==> src/hw/rtl/sdn_pkg.sv <==
// ============================================================================
// sdn_pkg: shared types, constants and scale tables for the degree-to-note block
// Holds the fixed scale tables, configuration register indexes and the
// control word that travels down the pipeline.
// ============================================================================
package sdn_pkg;

  localparam int SCALE_COUNT = 13;
  localparam int MAX_STEPS   = 12;
  localparam int DIV_BITS    = 4;   // dividend bits consumed per divider stage
  localparam int CFG_IDX_W   = 2;
  localparam int ROOT_W      = 7;
  localparam int SEL_W       = 4;
  localparam int NOTE_W      = 8;

  localparam logic [CFG_IDX_W-1:0] CFG_ROOT_NOTE    = 2'd0;
  localparam logic [CFG_IDX_W-1:0] CFG_SCALE_SELECT = 2'd1;

  localparam logic [ROOT_W-1:0] ROOT_RESET = 7'd60;
  localparam logic [SEL_W-1:0]  SEL_RESET  = 4'd0;
  localparam logic [SEL_W-1:0]  SEL_MAJOR  = 4'd0;
  localparam logic [ROOT_W-1:0] NOTE_CAP   = 7'd127;

  // Step count of each scale
  localparam logic [3:0] SCALE_LEN [SCALE_COUNT] = '{
    4'd7, 4'd7, 4'd12, 4'd7, 4'd7, 4'd8, 4'd6, 4'd6, 4'd6, 4'd5, 4'd5, 4'd8, 4'd5
  };

  // Interval of each step above the root; the last used entry is the octave
  localparam logic [3:0] SCALE_TAB [SCALE_COUNT][MAX_STEPS] = '{
    '{4'd2, 4'd4, 4'd5, 4'd7, 4'd9, 4'd11, 4'd12, 4'd0, 4'd0, 4'd0, 4'd0, 4'd0},
    '{4'd2, 4'd3, 4'd5, 4'd7, 4'd8, 4'd10, 4'd12, 4'd0, 4'd0, 4'd0, 4'd0, 4'd0},
    '{4'd1, 4'd2, 4'd3, 4'd4, 4'd5, 4'd6, 4'd7, 4'd8, 4'd9, 4'd10, 4'd11, 4'd12},
    '{4'd2, 4'd3, 4'd5, 4'd7, 4'd9, 4'd10, 4'd12, 4'd0, 4'd0, 4'd0, 4'd0, 4'd0},
    '{4'd2, 4'd4, 4'd5, 4'd7, 4'd9, 4'd10, 4'd12, 4'd0, 4'd0, 4'd0, 4'd0, 4'd0},
    '{4'd2, 4'd4, 4'd5, 4'd6, 4'd7, 4'd9, 4'd11, 4'd12, 4'd0, 4'd0, 4'd0, 4'd0},
    '{4'd2, 4'd4, 4'd6, 4'd8, 4'd10, 4'd12, 4'd0, 4'd0, 4'd0, 4'd0, 4'd0, 4'd0},
    '{4'd3, 4'd5, 4'd6, 4'd7, 4'd10, 4'd12, 4'd0, 4'd0, 4'd0, 4'd0, 4'd0, 4'd0},
    '{4'd2, 4'd3, 4'd4, 4'd7, 4'd9, 4'd12, 4'd0, 4'd0, 4'd0, 4'd0, 4'd0, 4'd0},
    '{4'd3, 4'd5, 4'd7, 4'd10, 4'd12, 4'd0, 4'd0, 4'd0, 4'd0, 4'd0, 4'd0, 4'd0},
    '{4'd2, 4'd4, 4'd7, 4'd9, 4'd12, 4'd0, 4'd0, 4'd0, 4'd0, 4'd0, 4'd0, 4'd0},
    '{4'd2, 4'd3, 4'd5, 4'd6, 4'd8, 4'd9, 4'd11, 4'd12, 4'd0, 4'd0, 4'd0, 4'd0},
    '{4'd2, 4'd3, 4'd7, 4'd8, 4'd12, 4'd0, 4'd0, 4'd0, 4'd0, 4'd0, 4'd0, 4'd0}
  };

  // Control word carried alongside the dividend
  typedef struct packed {
    logic              neg;    // degree was negative
    logic [SEL_W-1:0]  sel;    // resolved scale, 0..12
    logic [3:0]        steps;  // step count of that scale
    logic [ROOT_W-1:0] root;   // root note
    logic [3:0]        rem;    // running remainder
    logic [3:0]        quo;    // running quotient, saturated at 15
  } sdn_ctl_t;

  function automatic logic [SEL_W-1:0] scale_fix(input logic [SEL_W-1:0] sel);
    return (sel < SEL_W'(SCALE_COUNT)) ? sel : SEL_MAJOR;
  endfunction

  function automatic logic [3:0] scale_steps(input logic [SEL_W-1:0] sel);
    return SCALE_LEN[sel];
  endfunction

  function automatic logic [3:0] scale_iv(input logic [SEL_W-1:0] sel,
                                          input logic [3:0] idx);
    return SCALE_TAB[sel][idx];
  endfunction

endpackage

==> src/hw/rtl/sdn_front.sv <==
// ============================================================================
// sdn_front: input stage
// Registers the degree as sign plus magnitude and looks up the step count.
// ============================================================================
module sdn_front #(
  parameter int DEGREE_WIDTH = 16,
  parameter int PAD_WIDTH    = 16
) (
  input  logic                     clk,
  input  logic                     rst_n,
  input  logic                     up_valid,
  output logic                     up_ready,
  input  logic [DEGREE_WIDTH-1:0]  up_degree,
  input  logic [sdn_pkg::ROOT_W-1:0] cfg_root,
  input  logic [sdn_pkg::SEL_W-1:0]  cfg_sel,
  output logic                     dn_valid,
  input  logic                     dn_ready,
  output sdn_pkg::sdn_ctl_t        dn_ctl,
  output logic [PAD_WIDTH-1:0]     dn_val
);
  import sdn_pkg::*;

  logic                    v_r;
  sdn_ctl_t                ctl_r, ctl_nxt;
  logic [PAD_WIDTH-1:0]    val_r, val_nxt;
  logic [DEGREE_WIDTH-1:0] mag;
  logic [SEL_W-1:0]        sel_fix;

  assign up_ready = !v_r || dn_ready;

  always_comb begin
    sel_fix = scale_fix(cfg_sel);
    // magnitude fits in DEGREE_WIDTH bits, even for the most negative value
    mag     = up_degree[DEGREE_WIDTH-1] ? (~up_degree + 1'b1) : up_degree;
    val_nxt = PAD_WIDTH'(mag);
    ctl_nxt.neg   = up_degree[DEGREE_WIDTH-1];
    ctl_nxt.sel   = sel_fix;
    ctl_nxt.steps = scale_steps(sel_fix);
    ctl_nxt.root  = cfg_root;
    ctl_nxt.rem   = 4'd0;
    ctl_nxt.quo   = 4'd0;
  end

  always_ff @(posedge clk) begin
    if (!rst_n) begin
      v_r <= 1'b0;
    end else if (up_ready) begin
      v_r <= up_valid;
    end
  end

  always_ff @(posedge clk) begin
    if (up_ready) begin
      ctl_r <= ctl_nxt;
      val_r <= val_nxt;
    end
  end

  assign dn_valid = v_r;
  assign dn_ctl   = ctl_r;
  assign dn_val   = val_r;

endmodule

==> src/hw/rtl/sdn_div_stage.sv <==
// ============================================================================
// sdn_div_stage: one stage of the pipelined divider
// Shifts DIV_BITS dividend bits into the remainder by restoring division
// against the scale's step count and keeps a saturated quotient.
// ============================================================================
module sdn_div_stage #(
  parameter int PAD_WIDTH = 16
) (
  input  logic                 clk,
  input  logic                 rst_n,
  input  logic                 up_valid,
  output logic                 up_ready,
  input  sdn_pkg::sdn_ctl_t    up_ctl,
  input  logic [PAD_WIDTH-1:0] up_val,
  output logic                 dn_valid,
  input  logic                 dn_ready,
  output sdn_pkg::sdn_ctl_t    dn_ctl,
  output logic [PAD_WIDTH-1:0] dn_val
);
  import sdn_pkg::*;

  logic                 v_r;
  sdn_ctl_t             ctl_r, ctl_nxt;
  logic [PAD_WIDTH-1:0] val_r, val_nxt;
  logic [4:0]           trial;
  logic [4:0]           qx;
  logic                 qb;
  logic [3:0]           rem;
  logic [3:0]           quo;

  assign up_ready = !v_r || dn_ready;

  always_comb begin
    rem   = up_ctl.rem;
    quo   = up_ctl.quo;
    trial = 5'd0;
    qx    = 5'd0;
    qb    = 1'b0;
    for (int i = 0; i < DIV_BITS; i++) begin
      trial = {rem, up_val[PAD_WIDTH-1-i]};
      qb    = (trial >= {1'b0, up_ctl.steps});
      if (qb) begin
        trial = trial - {1'b0, up_ctl.steps};
      end
      rem = trial[3:0];
      qx  = {quo, qb};
      quo = (qx > 5'd15) ? 4'd15 : qx[3:0];
    end
    ctl_nxt     = up_ctl;
    ctl_nxt.rem = rem;
    ctl_nxt.quo = quo;
    val_nxt     = up_val << DIV_BITS;
  end

  always_ff @(posedge clk) begin
    if (!rst_n) begin
      v_r <= 1'b0;
    end else if (up_ready) begin
      v_r <= up_valid;
    end
  end

  always_ff @(posedge clk) begin
    if (up_ready) begin
      ctl_r <= ctl_nxt;
      val_r <= val_nxt;
    end
  end

  assign dn_valid = v_r;
  assign dn_ctl   = ctl_r;
  assign dn_val   = val_r;

endmodule

==> src/hw/rtl/sdn_back.sv <==
// ============================================================================
// sdn_back: note assembly and output register
// Turns quotient and remainder into octave offset, step interval and the
// lowered root, and holds the finished note for the result channel.
// ============================================================================
module sdn_back (
  input  logic                        clk,
  input  logic                        rst_n,
  input  logic                        up_valid,
  output logic                        up_ready,
  input  sdn_pkg::sdn_ctl_t           up_ctl,
  output logic                        dn_valid,
  input  logic                        dn_ready,
  output logic [sdn_pkg::NOTE_W-1:0]  dn_note
);
  import sdn_pkg::*;

  logic                v_r;
  logic [NOTE_W-1:0]   note_r, note_nxt;
  logic [3:0]          last_iv;
  logic [4:0]          qp1;
  logic [8:0]          drop;
  logic [ROOT_W-1:0]   root_adj;
  logic [3:0]          base_q;
  logic [3:0]          base_r;
  logic [7:0]          prod;
  logic [ROOT_W-1:0]   base;
  logic [3:0]          iv;
  logic [ROOT_W-1:0]   room;
  logic [ROOT_W-1:0]   add;
  logic [ROOT_W-1:0]   offset;

  assign up_ready = !v_r || dn_ready;

  always_comb begin
    last_iv = scale_iv(up_ctl.sel, up_ctl.steps - 4'd1);
    qp1     = {1'b0, up_ctl.quo} + 5'd1;
    drop    = {5'd0, last_iv} * {4'd0, qp1};
    if (up_ctl.neg) begin
      // lower the root by whole octaves, floor at zero; remainder counts up
      root_adj = (drop < {2'b0, up_ctl.root}) ? ROOT_W'({2'b0, up_ctl.root} - drop)
                                              : '0;
      base_q   = (up_ctl.rem == 4'd0) ? 4'd1 : 4'd0;
      base_r   = (up_ctl.rem == 4'd0) ? 4'd0 : (up_ctl.steps - up_ctl.rem);
    end else begin
      root_adj = up_ctl.root;
      base_q   = up_ctl.quo;
      base_r   = up_ctl.rem;
    end
    prod   = {4'd0, last_iv} * {4'd0, base_q};
    base   = (prod > {1'b0, NOTE_CAP}) ? NOTE_CAP : prod[ROOT_W-1:0];
    iv     = (base_r != 4'd0) ? scale_iv(up_ctl.sel, base_r - 4'd1) : 4'd0;
    room   = NOTE_CAP - base;
    add    = ({3'd0, iv} < room) ? {3'd0, iv} : room;
    offset = base + add;
    note_nxt = {1'b0, root_adj} + {1'b0, offset};
  end

  always_ff @(posedge clk) begin
    if (!rst_n) begin
      v_r <= 1'b0;
    end else if (up_ready) begin
      v_r <= up_valid;
    end
  end

  always_ff @(posedge clk) begin
    if (up_ready) begin
      note_r <= note_nxt;
    end
  end

  assign dn_valid = v_r;
  assign dn_note  = note_r;

endmodule

==> src/hw/rtl/scale_degree_to_note.sv <==
// ============================================================================
// scale_degree_to_note: scale degree to MIDI note number
// Maps a signed scale degree onto one of thirteen fixed scales above a
// configurable root note.
// ============================================================================
//
//  channel | direction | handshake            | payload
//  --------+-----------+----------------------+------------------------------
//  in      | input     | in_valid / in_ready  | in_degree (signed degree)
//  out     | output    | out_valid / out_ready| out_note (0..254)
//  cfg     | input     | cfg_we (no wait)     | cfg_index, cfg_wdata
//
//  One transaction in, one transaction out, one per cycle sustained while
//  out_ready is high. The pipeline has an input stage, ceil(DEGREE_WIDTH / 4)
//  divider stages of four restoring steps each, and the note assembly stage,
//  which is also the output register.
//  Reset is synchronous and active low; it clears all stage valid bits and
//  loads root note 60 and the major scale.
//  A stall holds each occupied stage whose later stages are all full; the rest
//  keep filling, so bubbles collapse and no transaction is lost or repeated.
//
module scale_degree_to_note #(
  parameter int DEGREE_WIDTH = 16
) (
  input  logic                            clk,
  input  logic                            rst_n,
  // configuration write port
  input  logic                            cfg_we,
  input  logic [sdn_pkg::CFG_IDX_W-1:0]   cfg_index,
  input  logic [sdn_pkg::ROOT_W-1:0]      cfg_wdata,
  // degree input
  input  logic                            in_valid,
  output logic                            in_ready,
  input  logic signed [DEGREE_WIDTH-1:0]  in_degree,
  // note output
  output logic                            out_valid,
  input  logic                            out_ready,
  output logic [sdn_pkg::NOTE_W-1:0]      out_note
);
  import sdn_pkg::*;

  localparam int DIV_STAGES = (DEGREE_WIDTH + DIV_BITS - 1) / DIV_BITS;
  localparam int PAD_WIDTH  = DIV_STAGES * DIV_BITS;

  // configuration registers
  logic [ROOT_W-1:0] root_note_r;
  logic [SEL_W-1:0]  scale_select_r;

  // pipeline links: index k is the output of the front stage (k = 0) or of
  // divider stage k
  logic                 vld [DIV_STAGES+1];
  logic                 rdy [DIV_STAGES+1];
  sdn_ctl_t             ctl [DIV_STAGES+1];
  logic [PAD_WIDTH-1:0] val [DIV_STAGES+1];

  // Write the addressed register; drop writes to unused indexes.
  always_ff @(posedge clk) begin
    if (!rst_n) begin
      root_note_r    <= ROOT_RESET;
      scale_select_r <= SEL_RESET;
    end else if (cfg_we) begin
      case (cfg_index)
        CFG_ROOT_NOTE: begin
          root_note_r <= cfg_wdata;
        end
        CFG_SCALE_SELECT: begin
          scale_select_r <= cfg_wdata[SEL_W-1:0];
        end
        default: begin
        end
      endcase
    end
  end

  // Split the degree into sign and magnitude, resolve the scale.
  sdn_front #(
    .DEGREE_WIDTH (DEGREE_WIDTH),
    .PAD_WIDTH    (PAD_WIDTH)
  ) u_front (
    .clk       (clk),
    .rst_n     (rst_n),
    .up_valid  (in_valid),
    .up_ready  (in_ready),
    .up_degree (in_degree),
    .cfg_root  (root_note_r),
    .cfg_sel   (scale_select_r),
    .dn_valid  (vld[0]),
    .dn_ready  (rdy[0]),
    .dn_ctl    (ctl[0]),
    .dn_val    (val[0])
  );

  // Divide the magnitude by the step count, four bits per stage.
  for (genvar k = 0; k < DIV_STAGES; k++) begin : g_div
    sdn_div_stage #(
      .PAD_WIDTH (PAD_WIDTH)
    ) u_div (
      .clk      (clk),
      .rst_n    (rst_n),
      .up_valid (vld[k]),
      .up_ready (rdy[k]),
      .up_ctl   (ctl[k]),
      .up_val   (val[k]),
      .dn_valid (vld[k+1]),
      .dn_ready (rdy[k+1]),
      .dn_ctl   (ctl[k+1]),
      .dn_val   (val[k+1])
    );
  end

  // Assemble the note and hold it until the consumer takes it.
  sdn_back u_back (
    .clk      (clk),
    .rst_n    (rst_n),
    .up_valid (vld[DIV_STAGES]),
    .up_ready (rdy[DIV_STAGES]),
    .up_ctl   (ctl[DIV_STAGES]),
    .dn_valid (out_valid),
    .dn_ready (out_ready),
    .dn_note  (out_note)
  );

  // The dividend has been fully shifted out by the last stage.
  logic unused_tail;
  assign unused_tail = ^val[DIV_STAGES];

endmodule

==> config.mk <==
export PLATFORM = sky130hd
export DESIGN_NAME = scale_degree_to_note
export DESIGN_NICKNAME = d
export VERILOG_FILES = /design/src/hw/rtl/sdn_pkg.sv /design/src/hw/rtl/sdn_front.sv /design/src/hw/rtl/sdn_div_stage.sv /design/src/hw/rtl/sdn_back.sv /design/src/hw/rtl/scale_degree_to_note.sv
export SDC_FILE = /design/constraint.sdc
export NUM_CORES = 1
export LEC_CHECK = 0
export ABC_CLOCK_PERIOD_IN_PS = 13400
export BUFFER_PORTS_ARGS = -buffer_cell sky130_fd_sc_hd__buf_2
export CORE_ASPECT_RATIO = 0.6
export CORE_MARGIN = 2
export CORE_UTILIZATION = 58
export DETAILED_ROUTE_END_ITERATION = 6
export PLACE_DENSITY_LB_ADDON = 0.25
export SYNTH_ARGS = -nofsm -noshare
export SYNTH_HDL_FRONTEND = slang
export SYNTH_HIERARCHICAL = 1
export SYNTH_SLANG_ARGS = --single-unit
==> constraint.sdc <==
create_clock -name clk -period 13.4 [get_ports clk]
set_clock_uncertainty 0.2 [all_clocks]
set_input_delay 4.02 -clock clk [delete_from_list [all_inputs] [get_ports clk]]
set_output_delay 4.02 -clock clk [all_outputs]
set_load 0.02 [all_outputs]
### Word level (Yosys, flattened, before mapping)

Memory sizes are Yosys's and may differ from the RTL's. A register that Yosys moved wholly into a read port is not among the register bits.
Index checks and enable logic that the tools add are counted.

* register bits: 173
* latch bits: 0
* bits in writable memories: 0
* memory bits (read-only): 832
* output and inout port bits: 10
* memories: 2

Memories
* (name not given): depth 16, bits a word 48, read ports 1, clocked after Yosys merged registers in 0, write ports 0, line sdn_pkg.sv:66 `return SCALE_TAB[sel][idx];`
* (name not given): depth 16, bits a word 4, read ports 1, clocked after Yosys merged registers in 1, write ports 0, line sdn_pkg.sv:61 `return SCALE_LEN[sel];`

* add/sub/neg operators: 25
* multipliers: 2
* div/mod/pow operators: 0
* magnitude comparators: 39
* eq/ne operators: 1
* shifts and indexed selects: 0
* mux-type cells: 47
* bitwise gates (word level): 5
* reduce and logical (&&, ||, !) cells: 17

Operators with widths (number)
* two-way mux 4 bit: 37
* two-way mux 48 bit: 2
* greater-or-equal comparator 5 x 4 -> 1 bit: 15
* > comparator 5 x 4 -> 1 bit, second input constant: 15
* subtractor 4 bit: 16
* binary-select mux 4 bit (select 4 bit): 2
* two-way mux 7 bit: 4
* inverter 4 -> 5 bit: 4
* adder 16 x 1 -> 16 bit, second input constant: 1
* inverter 16 bit: 1
* greater-or-equal comparator 5 bit, second input constant: 3
* two-way mux 15 bit: 1
* < comparator 9 x 7 -> 1 bit: 1
* multiplier 4 x 5 -> 9 bit: 1
* adder 7 x 7 -> 8 bit: 1
* > comparator 8 x 7 -> 1 bit, second input constant: 1
* multiplier 4 x 4 -> 8 bit: 1
* subtractor 4 x 1 -> 4 bit, second input constant: 2
* adder 7 bit: 1
* < comparator 4 x 7 -> 1 bit: 1
* subtractor 7 bit: 1
* subtractor 7 bit, first input constant: 1
* zero test 1 bit: 6
* logical OR 1 bit: 6
* 11 further kinds: 12

### Longest topological paths before layout

Gate-level depths: netlist of run 1.

* depth in word-level cells: 15
* depth in mapped cells: 38
* depth with buffers taken out: 37

### Hierarchy

Netlist of run 1, hierarchy kept.

By module, submodules not included
* sdn_div_stage at g_div[0].u_div ...: instances 3, cells each 151, area each 2005.7 µm²
* sdn_back: instances 1, cells each 473, area each 3844.9 µm²
* sdn_div_stage at g_div[2].u_div: instances 1, cells each 156, area each 2057.0 µm²
* sdn_front: instances 1, cells each 127, area each 1614.0 µm²
* scale_degree_to_note: instances 1, cells each 47, area each 470.5 µm²

### Worst setup path after synthesis of run 1

OpenSTA, ideal clock, no wires.

* kind: input port to output port
* start point: input out_ready
* end point: output in_ready
* arrival time: 9.600 ns
* slack: -0.420 ns
* stages: 6
* cells stage by stage: nand2b_1 nand2b_1 nand2b_1 nand2b_1 nand2b_1 nand2b_1

RTL lines
* from (decl): line scale_degree_to_note.sv:37 `input logic out_ready,`
* to (decl): line scale_degree_to_note.sv:33 `output logic in_ready,`

==> reports/metrics.json, run 1 <==
{
  "outcome": "finished, final reports clean",
  "n_fill_cell": 1756,
  "setup_tns_ns": 0,
  "maximum_vdd_ir_drop_mv": 0.207,
  "final_hold_fails": 0,
  "n_antenna_cell": 0,
  "total_switching_power_mw": 1.64,
  "cts_num_sinks": 177,
  "tightest_slew_ns": 1.23,
  "post-place-cells": 1536,
  "final_net_count": 1441,
  "cp_max_fo": 38,
  "io-pin-count": 40,
  "cap_viol_max_count": 0,
  "grt_util_all_layers": 0.240,
  "drt_first_iter_violations": 901,
  "via_count_of_the_first_global_routing_pass": 8831,
  "cts_max_level": 4,
  "postCtsSetupRepairBufs": 0,
  "final_common_cell": "sky130_fd_sc_hd__edfxtp_1",
  "p_leak_nw": 6.05,
  "insertion_delay_to_the_later_sink_of_the_worst_skew_pair_ns": 0.42,
  "antenna_found_initial": 0,
  "avg_cell_area_syn_um2": 10.8,
  "initial_utilization": 0.594,
  "mostFrequentLayoutCells": "sky130_fd_sc_hd__edfxtp_1, sky130_fd_sc_hd__ha_1, sky130_fd_sc_hd__inv_1",
  "detailedRoute.firstPassIterationCount": 5,
  "timing.final.crit_share": 0.835,
  "routed_wirelength_mm": 27.5,
  "top_layer": "met4",
  "rows": 42,
  "register_share_of_total_power": 0.215,
  "cts_hold_buffers": 0,
  "relative_contribution_of_combinational_cells_to_total_power": 0.655,
  "post_drt_via_cell_ratio": 6.00,
  "synthesis.instances": 1212,
  "grt_setup_unrepaired": "false",
  "post-route-drc-count": 0,
  "ys_warn_count": 6,
  "number_of_buffers_created_by_cts": 17,
  "critical_path_required_ns": 9.18,
  "antenna_left": 0,
  "post_route_total_power_mw": 3.74,
  "cts_max_path_buffers": 2,
  "arrival_ns": 6.97,
  "path_class": "in -> out",
  "worst_setup_path_start_kind": "input port",
  "worst_setup_hold_path_clk_slew_ns": 0.07,
  "m1WireLength_mm": 14.2,
  "whs_ns": 0.217,
  "dr_wl_met3_mm": 1.94,
  "power_density_mw_per_mm2": 264,
  "post_drt_wl_per_cell_um": 17.5,
  "maxClockFrequency_mhz": 89.4,
  "grt-ovfl-total": 0,
  "met2_length_mm": 11.2,
  "min_cycle_time_layout_ns": 11.19,
  "netlist_area_mm2": 0.0131,
  "relSlewSlack": 0.171,
  "first_pass_grt_wire_length_mm": 45.3,
  "min-delay-path-class": "reg -> reg",
  "postCtsResizedCells": 0,
  "portBuffers": 39,
  "final_area_mm2": 0.0142,
  "via_count": 9415,
  "p_int_mw": 2.10,
  "die_w_um": 198,
  "grt_max_degree": 39,
  "pwr-share-clk": 0.130,
  "slew_violations": 0,
  "drive_above_1_share": 0.124,
  "setup_violations": 0,
  "detailed_placement_hpwl_mm": 21.3,
  "tritoncts_clock_tree": "yes",
  "dieArea_mm2": 0.0239,
  "end_kind": "primary output",
  "cts.root.buffer_cell": "sky130_fd_sc_hd__clkbuf_16",
  "die_y_um": 121,
  "last_weighted_congestion_value_of_the_routability_driven_placer": 0.921,
  "fp.coreArea_mm2": 0.0221,
  "swShare": 0.439,
  "layout.cells.non_filler": 1568,
  "area.growth.synth_to_final_pct": 7.68,
  "post_dp_cell_area_mm2": 0.0136
}
-- stage by stage --
stage,worst slack (ns),util
6_report,2.21,0.640
5_1_grt,1.91,0.640
4_1_cts,2.14,0.640
3_5_place_dp,2.15,0.613
3_3_place_gp,2.25,0.613
2_1_floorplan,0.176,-
-- sequential cells by signal, indices dropped and copies added, names as in the netlist --
name	count
u_front/dn_val	16
u_back/dn_valid	1
g_div.u_div/dn_val	24
u_front/dn_valid	1
g_div.u_div/dn_ctl	96
scale_select_r	4
root_note_r	7
g_div.u_div/dn_valid	4
u_back/dn_note	8
u_front/dn_ctl	16
-- worst max-delay path, cell delays in order --
cell and delay [ns]:
sky130_fd_sc_hd__buf_2 0.07, sky130_fd_sc_hd__nand2b_1 0.36, sky130_fd_sc_hd__nand2b_1 0.17, sky130_fd_sc_hd__buf_4 0.32, sky130_fd_sc_hd__nand2b_1 0.15, sky130_fd_sc_hd__buf_4 0.33, sky130_fd_sc_hd__nand2b_1 0.16, sky130_fd_sc_hd__buf_4 0.38
sky130_fd_sc_hd__nand2b_2 0.20, sky130_fd_sc_hd__buf_4 0.41, sky130_fd_sc_hd__nand2b_1 0.20, sky130_fd_sc_hd__buf_2 0.17
-- final timing paths --
check	from	depth (start not counted)	endpoint	slack, ns
min	u_front/dn_val[7]	0	g_div[0].u_div/dn_val[11]	0.22
max	out_ready	12	in_ready	2.21
max reg2reg	g_div[3].u_div/dn_ctl[15]	33	u_back/dn_note[7]	3.56
min reg2reg	u_front/dn_val[7]	0	g_div[0].u_div/dn_val[11]	0.22
-- routing by layer --
metal,vias to the layer above,global-route usage
met5,-,0
met4,0,0.0418
met3,19,0.0416
met2,327,0.335
met1,4546,0.387
li1,4523,-
-- final cells by class --
| class | instances | area (um^2) | area share |
|---|---|---|---|
| Timing Repair Buffer | 44 | 233 | 0.0164 |
| Multi-Input combinational cell | 880 | 7320 | 0.517 |
| Sequential cell | 177 | 5140 | 0.363 |
| Clock buffer | 21 | 503 | 0.0355 |
| Tap cell | 308 | 385 | 0.0272 |
| Clock inverter | 11 | 90.1 | 0.00636 |
| Inverter | 127 | 482 | 0.0340 |
-- power groups by stage --
stage | sequential, mW | clock, mW | combinational (mW)
floorplan | 0.808 | 0 | 1.93
global placement | 0.810 | 0 | 2.32
detailed placement | 0.814 | 0 | 2.38
CTS | 0.802 | 0.498 | 2.40
global route | 0.811 | 0.517 | 2.68
finish | 0.802 | 0.487 | 2.45
Power figures use the tool's default switching activity.
==> run 2: changes to the inputs <==
- ABC_CLOCK_PERIOD_IN_PS: 13400 -> 10600
- CORE_UTILIZATION: 58 -> 64
- clock period: 13.4 -> 10.6 ns (I/O delays scaled with it)
==> reports/metrics.json, run 2 (synthesis results as in run 1) <==
{
  "outcome": {"value": "finished, final reports clean", "change": "unchanged"},
  "maximum_vdd_ir_drop": {"value": 0.304, "unit": "mV", "change": "was 0.207 mV"},
  "first_pass_grt_wire_length": {"value": 46.6, "unit": "mm", "change": "was 45.3 mm"},
  "r2r-end": {"value": "u_back/dn_note[7]", "change": "unchanged"},
  "multi_input_comb_area": {"value": 0.00732, "unit": "mm^2", "change": "about the same"},
  "cts_num_sinks": {"value": 177, "change": "unchanged"},
  "post-route-drc-count": {"value": 0, "change": "unchanged"},
  "power_density": {"value": 337, "unit": "mW/mm^2", "change": "was 264 mW/mm^2"},
  "number_of_buffers_created_by_cts": {"value": 17, "change": "unchanged"},
  "timing.final.crit_share": 0.917,
  "min_cycle_time_layout_ns": 9.72,
  "post_dp_cell_area": {"value": 0.0135, "unit": "mm^2", "change": "was 0.0136 mm^2"},
  "final_net_count": {"value": 1440, "change": "was 1441"},
  "io-pin-count": {"value": 40, "change": "unchanged"},
  "tritoncts_clock_tree": {"value": "yes", "change": "unchanged"},
  "dieArea": {"value": 0.0217, "unit": "mm^2", "change": "was 0.0239 mm^2"},
  "grt-ovfl-total": {"value": 0, "change": "unchanged"},
  "rows": {"value": 40, "change": "was 42"},
  "end_kind": {"value": "register", "change": "was primary output"},
  "post_drt_via_cell_ratio": {"value": 6.15, "change": "was 6.00"},
  "tightest_slew": {"value": 1.09, "unit": "ns", "change": "was 1.23 ns"},
  "worst_setup_hold_path_clk_slew": {"value": 0.07, "unit": "ns", "change": "about the same"},
  "antenna_found_initial": {"value": 1, "change": "was 0"},
  "worst_r2r_path_depth": {"value": 33, "change": "unchanged"},
  "die_y": {"value": 115, "unit": "um", "change": "was 121 um"},
  "layout.cells.non_filler": {"value": 1533, "change": "was 1568"},
  "post-route-util": {"value": 0.703, "change": "was 0.640"},
  "setup_violations": {"value": 0, "change": "unchanged"},
  "hold_depth": {"value": 0, "change": "unchanged"},
  "via_count": {"value": 9429, "change": "was 9415"},
  "p_leak": {"value": 6.05, "unit": "nW", "change": "about the same"},
  "critPathMaxStageDelay": {"value": 0.67, "unit": "ns", "change": "was 0.41 ns"},
  "detailed_placement_hpwl": {"value": 21.3, "unit": "mm", "change": "about the same"},
  "largest_register_ff_count": {"value": 96, "change": "unchanged"},
  "timing.critical_path.slowest_stage_cell": {"value": "sky130_fd_sc_hd__edfxtp_1", "change": "was sky130_fd_sc_hd__buf_4"},
  "grt_setup_unrepaired": {"value": "false", "change": "unchanged"},
  "area.growth.synth_to_final": {"value": 7.37, "unit": "%", "change": "was 7.68%"},
  "holdPathEnd": {"value": "g_div[2].u_div/dn_ctl[13]", "change": "was g_div[0].u_div/dn_val[11]"},
  "via_count_of_the_first_global_routing_pass": {"value": 8899, "change": "was 8831"},
  "cts_max_level": {"value": 4, "change": "unchanged"},
  "grt_max_degree": {"value": 38, "change": "was 39"},
  "ff2ff_setup_slack": {"value": 0.88, "unit": "ns", "change": "was 3.56 ns"},
  "postCtsSetupRepairBufs": {"value": 0, "change": "unchanged"},
  "final_area": {"value": 0.0141, "unit": "mm^2", "change": "was 0.0142 mm^2"},
  "n_fill_cell": {"value": 1428, "change": "was 1756"},
  "antenna_left": {"value": 0, "change": "unchanged"},
  "register_area": {"value": 0.00514, "unit": "mm^2", "change": "unchanged"},
  "final_hold_fails": {"value": 0, "change": "unchanged"},
  "relSlewSlack": {"value": 0.267, "change": "was 0.171"},
  "portBuffers": {"value": 39, "change": "unchanged"},
  "cp_max_fo": {"value": 16, "change": "was 38"},
  "worst_setup_path_start_kind": {"value": "register", "change": "was input port"},
  "last_weighted_congestion_value_of_the_routability_driven_placer": {"value": 0.906, "change": "was 0.921"},
  "drive_above_1_share": {"value": 0.125, "change": "was 0.124"},
  "min-delay-path-class": {"value": "reg -> reg", "change": "unchanged"},
  "routed_wirelength": {"value": 28.5, "unit": "mm", "change": "was 27.5 mm"},
  "path_delay_family": {"value": "compound AO/OA/AOI/OAI gates", "change": "was buffers and inverters"},
  "cts_max_path_buffers": {"value": 2, "change": "unchanged"},
  "critical_path_required": {"value": 10.58, "unit": "ns", "change": "was 9.18 ns"},
  "die_w": {"value": 189, "unit": "um", "change": "was 198 um"},
  "cts_hold_buffers": {"value": 0, "change": "unchanged"},
  "initial_utilization": {"value": 0.655, "change": "was 0.594"},
  "fp.coreArea": {"value": 0.0201, "unit": "mm^2", "change": "was 0.0221 mm^2"},
  "insertion_delay_to_the_later_sink_of_the_worst_skew_pair": {"value": 0.43, "unit": "ns", "change": "was 0.42 ns"},
  "postCtsResizedCells": {"value": 0, "change": "unchanged"},
  "timing.rr.start": {"value": "g_div[3].u_div/dn_ctl[15]", "change": "unchanged"},
  "grt_util_all_layers": {"value": 0.273, "change": "was 0.240"},
  "arrival": {"value": 9.70, "unit": "ns", "change": "was 6.97 ns"},
  "cts.root.buffer_cell": {"value": "sky130_fd_sc_hd__clkbuf_16", "change": "unchanged"},
  "mostFrequentLayoutCells": {"value": "sky130_fd_sc_hd__edfxtp_1, sky130_fd_sc_hd__ha_1, sky130_fd_sc_hd__inv_1", "change": "unchanged"},
  "slew_violations": {"value": 0, "change": "unchanged"},
  "setup_tns": {"value": 0, "unit": "ns", "change": "unchanged"},
  "path_class": {"value": "reg -> reg", "change": "was in -> out"},
  "maxClockFrequency_mhz": 103,
  "cp.buffers_inverters": {"value": 4, "change": "was 6"},
  "detailedRoute.firstPassIterationCount": {"value": 5, "change": "unchanged"},
  "drt_first_iter_violations": {"value": 1066, "change": "was 901"},
  "final_common_cell": {"value": "sky130_fd_sc_hd__edfxtp_1", "change": "unchanged"},
  "cap_viol_max_count": {"value": 0, "change": "unchanged"},
  "post-place-cells": {"value": 1500, "change": "was 1536"},
  "post_drt_wl_per_cell": {"value": 18.6, "unit": "um", "change": "was 17.5 um"},
  "hp-start": {"value": "g_div[1].u_div/dn_ctl[13]", "change": "was u_front/dn_val[7]"}
}
run 2: cell types whose count changed in the layout (fill, tap and decap cells not counted), sizes merged:
| cell | change |
|---|---|
| diode | +1 |
| clkinv | -1 |
| inv | +3 |
| clkinvlp | -1 |
| buf | -1 |
| clkbuf | -1 |
run 2: report_power, final:
group	switching [mW]	total [mW]	internal [mW]
sequential	0.0687	1.02	0.951
combinational	1.76	3.12	1.36
clock	0.281	0.626	0.344
total	2.11	4.76	2.66
run 2: area by class of cell:
type / instances / share of cell area
Antenna cell: 1 / 0.000177
Clock buffer: 20 / 0.0347
Clock inverter: 12 / 0.00753
Inverter: 127 / 0.0341
Multi-Input combinational cell: 880 / 0.519
Sequential cell: 177 / 0.364
Tap cell: 273 / 0.0242
Timing Repair Buffer: 43 / 0.0160
run 2: metal layers:
layer	track usage	share of wire	vias to the layer above
li1	-	-	4506
met1	0.432	0.51	4538
met2	0.388	0.41	363
met3	0.0580	0.077	22
met4	0.0510	0.0074	0
met5	0	0	-
run 2: worst max path at each step:
stage / startpoint / endpoint / slack [ns] / depth (start not counted)
after floorplan: out_ready / in_ready / 0.13 / 6
after global placement: out_ready / in_ready / 1.37 / 10
after detailed placement: g_div[3].u_div/dn_ctl[15] / u_back/dn_note[7] / 1.08 / 33
after CTS: g_div[3].u_div/dn_ctl[15] / u_back/dn_note[7] / 1.03 / 33
after global routing: g_div[3].u_div/dn_ctl[15] / u_back/dn_note[7] / 0.40 / 30
final: g_div[3].u_div/dn_ctl[15] / u_back/dn_note[7] / 0.88 / 33
run 2: worst reg2reg max path, delay by kind of cell (launching register included):
family                     cells  cell delay [ns]
AOI/OAI and AO/OA             14             3.31
xor gates and xnor gates       1             0.51
adders and majority gates      7             2.87
buffers and inverters          4             0.56
DFF                            1             0.67
muxes                          1             0.37
and+or+nand+nor                6             1.01
run 2: through the flow:
| step | total power, mW | hold WS [ns] | setup WS [ns] |
|---|---|---|---|
| after floorplan | 3.46 | 0.200 | 0.132 |
| after CTS | 4.69 | 0.218 | 1.03 |
| after global routing | 5.11 | 0.223 | 0.402 |
| final | 4.76 | 0.220 | 0.882 |
| after global placement | 3.95 | 0.200 | 1.37 |
| after detailed placement | 4.04 | 0.205 | 1.08 |
